## src/sha_pkg.sv

```systemverilog
// Shared constants, types and round functions for the SHA-256 core.
// No dependencies.
`default_nettype none
package sha_pkg;
    localparam int WordWidth = 32;
    localparam int RoundCount = 64;
    localparam int LenPos = 56;

    typedef logic [WordWidth-1:0] word_t;

    localparam word_t RoundK [RoundCount] = '{
        32'h428a2f98, 32'h71374491, 32'hb5c0fbcf, 32'he9b5dba5, 32'h3956c25b, 32'h59f111f1,
        32'h923f82a4, 32'hab1c5ed5, 32'hd807aa98, 32'h12835b01, 32'h243185be, 32'h550c7dc3,
        32'h72be5d74, 32'h80deb1fe, 32'h9bdc06a7, 32'hc19bf174, 32'he49b69c1, 32'hefbe4786,
        32'h0fc19dc6, 32'h240ca1cc, 32'h2de92c6f, 32'h4a7484aa, 32'h5cb0a9dc, 32'h76f988da,
        32'h983e5152, 32'ha831c66d, 32'hb00327c8, 32'hbf597fc7, 32'hc6e00bf3, 32'hd5a79147,
        32'h06ca6351, 32'h14292967, 32'h27b70a85, 32'h2e1b2138, 32'h4d2c6dfc, 32'h53380d13,
        32'h650a7354, 32'h766a0abb, 32'h81c2c92e, 32'h92722c85, 32'ha2bfe8a1, 32'ha81a664b,
        32'hc24b8b70, 32'hc76c51a3, 32'hd192e819, 32'hd6990624, 32'hf40e3585, 32'h106aa070,
        32'h19a4c116, 32'h1e376c08, 32'h2748774c, 32'h34b0bcb5, 32'h391c0cb3, 32'h4ed8aa4a,
        32'h5b9cca4f, 32'h682e6ff3, 32'h748f82ee, 32'h78a5636f, 32'h84c87814, 32'h8cc70208,
        32'h90befffa, 32'ha4506ceb, 32'hbef9a3f7, 32'hc67178f2
    };

    localparam word_t InitHash [8] = '{
        32'h6a09e667, 32'hbb67ae85, 32'h3c6ef372, 32'ha54ff53a,
        32'h510e527f, 32'h9b05688c, 32'h1f83d9ab, 32'h5be0cd19
    };

    typedef struct packed {
        logic start;
        logic busy;
        logic done;
    } rnd_ctl_t;

    function automatic word_t rotr(input word_t x, input int n);
        rotr = (x >> n) | (x << (WordWidth - n));
    endfunction
endpackage
`default_nettype wire

```

## src/sha_round.sv

```systemverilog
// Shared round unit: one SHA-256 round and one schedule update per cycle while busy.
// Depends on sha_pkg.
`default_nettype none
module sha_round (
    input  wire                 clk,
    input  wire                 rst_n,
    input  wire                 start,
    input  sha_pkg::word_t      blk [16],
    input  sha_pkg::word_t      hin [8],
    output sha_pkg::word_t      vout [8],
    output sha_pkg::rnd_ctl_t   ctl
);
    import sha_pkg::*;

    word_t    w_reg [16];
    word_t    v_reg [8];
    logic [5:0] t_reg;
    logic     busy_reg;
    logic     done_reg;
    word_t    wt;
    word_t    wn;
    word_t    t1;
    word_t    t2;
    logic [3:0] i0;

    assign i0 = t_reg[3:0];

    always_comb
    begin
        wn = (rotr(w_reg[i0 - 4'd2], 17) ^ rotr(w_reg[i0 - 4'd2], 19)
              ^ (w_reg[i0 - 4'd2] >> 10)) + w_reg[i0 - 4'd7]
             + (rotr(w_reg[i0 - 4'd15], 7) ^ rotr(w_reg[i0 - 4'd15], 18)
              ^ (w_reg[i0 - 4'd15] >> 3)) + w_reg[i0];
        wt = t_reg[5:4] != 2'd0 ? wn : w_reg[i0];
        t1 = v_reg[7] + (rotr(v_reg[4], 6) ^ rotr(v_reg[4], 11) ^ rotr(v_reg[4], 25))
             + ((v_reg[4] & v_reg[5]) ^ (~v_reg[4] & v_reg[6])) + RoundK[t_reg] + wt;
        t2 = (rotr(v_reg[0], 2) ^ rotr(v_reg[0], 13) ^ rotr(v_reg[0], 22))
             + ((v_reg[0] & v_reg[1]) ^ (v_reg[0] & v_reg[2]) ^ (v_reg[1] & v_reg[2]));
    end

    always_ff @(posedge clk or negedge rst_n)
    begin
        if (!rst_n)
        begin
            busy_reg <= 1'b0;
            done_reg <= 1'b0;
            t_reg    <= '0;
        end
        else
        begin
            done_reg <= 1'b0;
            if (start)
            begin
                busy_reg <= 1'b1;
                t_reg    <= '0;
            end
            else if (busy_reg)
            begin
                t_reg <= t_reg + 6'd1;
                if (t_reg == 6'(RoundCount - 1))
                begin
                    busy_reg <= 1'b0;
                    done_reg <= 1'b1;
                end
            end
        end
    end

    always_ff @(posedge clk)
    begin
        if (start)
        begin
            w_reg <= blk;
            v_reg <= hin;
        end
        else if (busy_reg)
        begin
            w_reg[i0] <= wt;
            v_reg[7] <= v_reg[6];
            v_reg[6] <= v_reg[5];
            v_reg[5] <= v_reg[4];
            v_reg[4] <= v_reg[3] + t1;
            v_reg[3] <= v_reg[2];
            v_reg[2] <= v_reg[1];
            v_reg[1] <= v_reg[0];
            v_reg[0] <= t1 + t2;
        end
    end

    assign vout = v_reg;
    assign ctl  = '{start: start, busy: busy_reg, done: done_reg};
endmodule
`default_nettype wire

```

## config.mk

```make
export PLATFORM = sky130hd
export DESIGN_NAME = sha_round
export DESIGN_NICKNAME = d
export VERILOG_FILES = /design/src/sha_pkg.sv /design/src/sha_round.sv
export SDC_FILE = /design/constraint.sdc
export NUM_CORES = 2
export LEC_CHECK = 0
export ABC_AREA = 0
export BUFFER_PORTS_ARGS = -buffer_cell sky130_fd_sc_hd__clkbuf_2
export CORE_MARGIN = 2
export CORE_UTILIZATION = 30
export CTS_CLUSTER_SIZE = 16
export DETAILED_ROUTE_END_ITERATION = 10
export GPL_ROUTABILITY_DRIVEN = 0
export GPL_TIMING_DRIVEN = 0
export PLACE_DENSITY = 0.44
export SKIP_CTS_REPAIR_TIMING = 1
export SLEW_MARGIN = 20
export SYNTH_ARGS = -nofsm -noshare
export SYNTH_HDL_FRONTEND = slang
export SYNTH_SLANG_ARGS = --single-unit
```

## constraint.sdc

```tcl
create_clock -name clk -period 16.7 [get_ports clk]
set_input_delay 0.835 -clock clk [delete_from_list [all_inputs] [get_ports clk]]
set_output_delay 0.835 -clock clk [all_outputs]
set_load 0.1 [all_outputs]
```

== Yosys cells after proc, flatten, opt, wreduce, memory -nomap -nowiden ==
Memories as Yosys holds them, arrays and structs flattened.
Cells that the tools add are included.
Widths: inputs -> output; s select.

* Flip-flop bits (word level): 776
* Bits in read-only memories: 2048
* Input bits: 771
* Logic and storage cells: 114
* Memories: 1

* $add $sub $neg: 14
* $lt $le $gt $ge: 6
* Eq/ne operators: 1
* Muxes and demuxes: 30
* Bitwise logic cells: 32
* Reductions and logical operators: 3

{| class="wikitable"
|+ Memories
! name !! words !! bits a word !! rd ports !! clocked after memory_dff !! wr ports !! RTL line !! source
|-
| (name not given) || 64 || 32 || 1 || 0 || 0 || sha_round.sv:36 || <nowiki>+ ((v_reg[4] & v_reg[5]) ^ (~v_reg[4] & v_reg[6])) + RoundK[t_reg] + wt;</nowiki>
|}

{| class="wikitable"
|+ Operator list
! operator !! count
|-
| $mux 512 || 2
|-
| $bmux 32 s4 || 4
|-
| $bwmux 512 || 1
|-
| $mux 256 || 2
|-
| $mux 32 || 12
|-
| $add 32x32->32 || 10
|-
| $xor 32x32->32 || 9
|-
| $and 32x32->32 || 5
|-
| $demux 32 s4 || 1
|-
| $not 32->32 || 1
|-
| $or 10x32->32 || 1
|-
| $or 13x32->32 || 1
|-
| $or 14x32->32 || 1
|-
| $or 15x32->32 || 1
|-
| $or 19x32->32 || 1
|-
| $or 21x32->32 || 1
|-
| $or 25x32->32 || 1
|-
| $or 26x32->32 || 1
|-
| $or 30x32->32 || 1
|-
| $or 7x32->32 || 1
|-
| $xor 32x22->32 || 1
|-
| $xor 32x29->32 || 1
|-
| $ge 5x5->1 const B || 4
|-
| $not 4->5 || 4
|-
| 12 further kinds || 19
|}

== Depth between registers and ports, before layout ==
* Depth after elaboration: 16
* Depth in mapped cells: 63
* Mapped depth without buffers: 56

== Worst setup path after synthesis ==
No wires, ideal clock.

* Kind: register -> register
* Start: register t_reg[2]
* End: register v_reg, in the netlist vout[255], data pin
* Setup time: 0.265 ns
* Data arrival time: 13.593 ns
* Data required time: 16.435 ns
* Path slack: 2.842 ns
* Stages on the path, launching flop included: 58
* Path buffers: 12
* Period minus slack after synthesis: 13.858 ns
* Cell sequence: dfrtp_1 -> clkbuf_1 -> buf_2 -> inv_1 -> clkbuf_1 -> clkbuf_1 -> clkbuf_1 -> ha_1 -> buf_2 -> buf_4 -> buf_1 -> clkbuf_1 -> buf_2 -> clkbuf_1 -> mux4_2 -> fa_1 -> inv_1 -> fa_1 -> [... 22 more ...] -> a31oi_1 -> o31a_1 -> a2111oi_0 -> o21ai_0 -> a21boi_1 -> a21oi_1 -> inv_1 -> fa_1 -> inv_1 -> ha_1 -> a21o_1 -> a21o_1 -> and2_1 -> o21ai_0 -> o311ai_0 -> nor3_1 -> xnor2_1 -> o21ai_1

* Word-level cells in the longest chain between the ends: 16
* Elaborated cells on any way between the ends: 40
* Classes of those cells: add/sub (9); mux (17); bitwise (13); memory (1)

{| class="wikitable"
|+ Ends and longest elaborated chain
! item !! RTL line !! source
|-
| from (decl) || sha_round.sv:17 || <nowiki>logic [5:0] t_reg;</nowiki>
|-
| from (signal assigned) || sha_round.sv:59 || <nowiki>t_reg <= t_reg + 6'd1;</nowiki>
|-
| $sub 4x2->4 || sha_round.sv:30, sha_round.sv:31 ||
|-
| $not 4->5 (implied by the code) || sha_round.sv:30, sha_round.sv:31 ||
|-
| $bmux 32 s4 || sha_round.sv:30, sha_round.sv:31 ||
|-
| $mux 32 (implied by the code) (2 in a row) || sha_round.sv:30, sha_round.sv:31 ||
|-
| $or 15x32->32 / $or 13x32->32 (equally long branches) || sha_pkg.sv:37 || <nowiki>rotr = (x >> n) | (x << (WordWidth - n));</nowiki>
|-
| $xor 32x32->32 || sha_round.sv:30 || <nowiki>wn = (rotr(w_reg[i0 - 4'd2], 17) ^ rotr(w_reg[i0 - 4'd2], 19)</nowiki>
|-
| $xor 32x22->32 || sha_round.sv:31 || <nowiki>^ (w_reg[i0 - 4'd2] >> 10)) + w_reg[i0 - 4'd7]</nowiki>
|-
| $add 32x32->32 || sha_round.sv:31 ||
|-
| $add 32x32->32 || sha_round.sv:32 || <nowiki>+ (rotr(w_reg[i0 - 4'd15], 7) ^ rotr(w_reg[i0 - 4'd15], 18)</nowiki>
|-
| $add 32x32->32 || sha_round.sv:33 || <nowiki>^ (w_reg[i0 - 4'd15] >> 3)) + w_reg[i0];</nowiki>
|-
| $mux 32 || sha_round.sv:34 || <nowiki>wt = t_reg[5:4] != 2'd0 ? wn : w_reg[i0];</nowiki>
|-
| $add 32x32->32 * || sha_round.sv:36 ||
|-
| $add 32x32->32 * || sha_round.sv:86 || <nowiki>v_reg[0] <= t1 + t2;</nowiki>
|-
| $mux 256 * || sha_round.sv:76 || <nowiki>else if (busy_reg)</nowiki>
|-
| $mux 256 * || sha_round.sv:71 || <nowiki>if (start)</nowiki>
|-
| to (signal assigned) || sha_round.sv:74 || <nowiki>v_reg <= hin;</nowiki>
|-
| to (decl) || sha_round.sv:16 || <nowiki>word_t v_reg [8];</nowiki>
|}

Every way passes the cells marked *; elsewhere a longest branch is shown, timed or not. The select of a mux whose other input is x is not followed.
A chain may end at the register's enable or synchronous reset.

== Final worst setup path ==
* Start: register t_reg[1]
* End: register v_reg, in the netlist vout[255], data pin

Same word-level chain as after synthesis.

==> impl_metrics.tcl <==
set metrics [dict create \
    hold_class "in2reg" \
    maxCapViolations 0 \
    fin_crit_sh 0.994 \
    maxSlewHeadroom 0.112 \
    worstMarginPinSlew_ns 1.33 \
    cpPeakStageDelay_ns 1.01 \
    final-hold-violation-count 0 \
    crit_fanout 14 \
    clockBufferDepth 3 \
    top_usage_layer "met2" \
    drc 0 \
    dp_hpwl_um 310000 \
    clock_sinks 776 \
    final_antenna_net_count 0 \
    grt_pass1_wl_um 501000 \
    final_nets 7599 \
    ys_types 79 \
    synth_edf_count 768 \
    outcome "complete, no violations" \
    vias 57818 \
    crit_arrival_ns 17.11 \
    grt_start_max_net_pins 51 \
    rsz0062_at_grt "yes" \
    async_flop_share 0.0103 \
    die_h_um 455 \
    boundaryPins 1030 \
    vias_per_cell 6.24 \
    cp-start-kind "register" \
    cts_root_buffer "clkbuf_16" \
    synth_area_leaders "edfxtp_1 (38%), mux4_2 (17%), fa_1 (6.1%), o21ai_0 (5.0%), mux2_2 (4.2%)" \
    routedWlPerCell_um 41.8 \
    largest_register_ffs 512 \
    floorplan.die.width_um 455 \
    met1_usage 0.415 \
    tritoncts "done" \
    fmax_mhz 60.2 \
    yosysWarnings 0 \
    syn_area_per_cell_um2 11.4 \
    layout-drive-gt1-share 0.321 \
    slowest_stage "o311ai_1" \
    syn_nets 6443 \
    io_buffers 1029 \
    antenna_found_initial 40 \
    drt_iter0_drc 9760 \
    numCtsBuffers 97 \
    synth_top_area_share 0.377 \
    h-tree-depth 3 \
    die-area_um2 207000 \
    core_um2 202000 \
    min_period_ns 16.60 \
    worst-setup-path-type "reg2reg" \
    critPathCaptureType "register" \
    drv_slew 0 \
    setup_viol 0 \
    synth_top_area_cell "edfxtp_1" \
    initial_core_util 0.302 \
    gr-usage-met3 0.130 \
    grt_usage 0.363 \
    drt-total-wl_um 387000 \
    use_met2 0.550 \
    area_delta_synth_final_pct 20.8 \
    rows 165 \
    clkLatencyLatePin_ns 0.81 \
    required_ns 17.20 \
    ys_seq_elements 776 \
    postSynthCellCount 5339 \
    grt_overflow 0 \
    first_pass_iters 8 \
    syn-cell-area_um2 61100 \
    synth-main-ff-cell "edfxtp_1" \
    finalSetupTns_ns 0 \
    fin_skew_ns 0.0739 \
    yosysSeqAreaShare 0.381 \
    grt_pass1_vias 55369 \
    clk_pin_slew_ns 0.07 \
]
layout by cell type (no fill, tap or decap), types with 145 or more instances in the layout:
cell | synthesis | routed
nor2_1 | 178 | 175
fa_1 | 187 | 187
nand2_1 | 663 | 659
xnor2_1 | 253 | 251
ha_1 | 146 | 145
clkbuf_1 | 293 | 254
inv_1 | 398 | 398
mux2_2 | 226 | 226
edfxtp_1 | 768 | 768
clkbuf_2 | 0 | 1084
o21ai_0 | 611 | 611
a21oi_1 | 178 | 175
mux4_2 | 473 | 473
layer usage:
metal,vias up,share of wire
met4,40,0.099
li1,22252,-
met1,28931,0.34
met2,5145,0.44
met3,1450,0.12
met5,-,0.0015
through the flow:
stage / hold slack (ns) / area (um^2) / setup slack, ns / cells / utilization
6_report: 0.322 / 73800 / 0.0977 / 9264 / 0.365
3_5_place_dp: 0.600 / 70400 / -2.26 / 9064 / 0.348
5_1_grt: 0.309 / 73800 / -0.174 / 9251 / 0.365
4_1_cts: -0.0969 / 73500 / -2.30 / 9240 / 0.363
2_1_floorplan: 0.539 / 61100 / 2.84 / 5339 / -
3_3_place_gp: 0.592 / 69600 / -3.07 / 9040 / 0.344
synthesized netlist by cell type (28+ instances only):
cell and number:
nor2_1 178, a22o_1 65, buf_1 45, xnor2_1 253, o21bai_1 32, inv_1 398, ha_1 146, mux2_2 226
mux2i_1 78, a211oi_1 28, a31oi_1 28, mux4_2 473, a21o_1 80, nor3_1 40, edfxtp_1 768, nand2_1 663
clkbuf_1 293, o21ai_0 611, buf_2 49, nand3_1 37, o31ai_1 32, a21oi_1 178, fa_1 187, xor2_1 96
kinds of logic after synthesis:
kind of cell / Yosys count / synth area share
AOI/OAI and AO/OA: 1257 / 0.125
xor gates and xnor gates: 352 / 0.0511
adders and majority gates: 337 / 0.0918
buffers and inverters: 803 / 0.0514
DFF: 776 / 0.381
muxes: 777 / 0.229
and+or+nand+nor: 1037 / 0.0710
area by class of cell:
class | instances | area (um^2)
flip-flops and latches | 776 | 23300
diodes | 20 | 50.0
multi-input cells | 3760 | 34900
fillers | 20431 | 128000
inverters | 401 | 1510
well taps | 2672 | 3340
clock inverters | 49 | 512
plain buffers | 400 | 1810
clock buffers | 127 | 2610
repair buffers | 1059 | 5770
critical path: cells and delay by family, from the launching register on:
family / cells / cell delay [ns]
buf+inv: 16 / 4.02
compound gates: 17 / 5.35
flops: 1 / 0.51
simple gates: 3 / 0.51
xor+xnor: 3 / 0.58
fa+ha+maj: 10 / 4.34
mux: 2 / 0.94
worst paths after layout:
kind | end | from | cells after the start | slack, ns
min reg2reg | vout[30] | vout[62] | 1 | 0.62
max | vout[255] | t_reg[1] | 51 | 0.1
min in group asynchronous | t_reg[1] | rst_n | 2 | 0.58
min | w_reg[260] | blk[260] | 3 | 0.32
max reg2reg | vout[255] | t_reg[1] | 51 | 0.1
max in group asynchronous | t_reg[2] | rst_n | 2 | 15.83
Power is not shown: default switching activity piles up to over one toggle a cycle in this logic, so the estimate is an artifact.
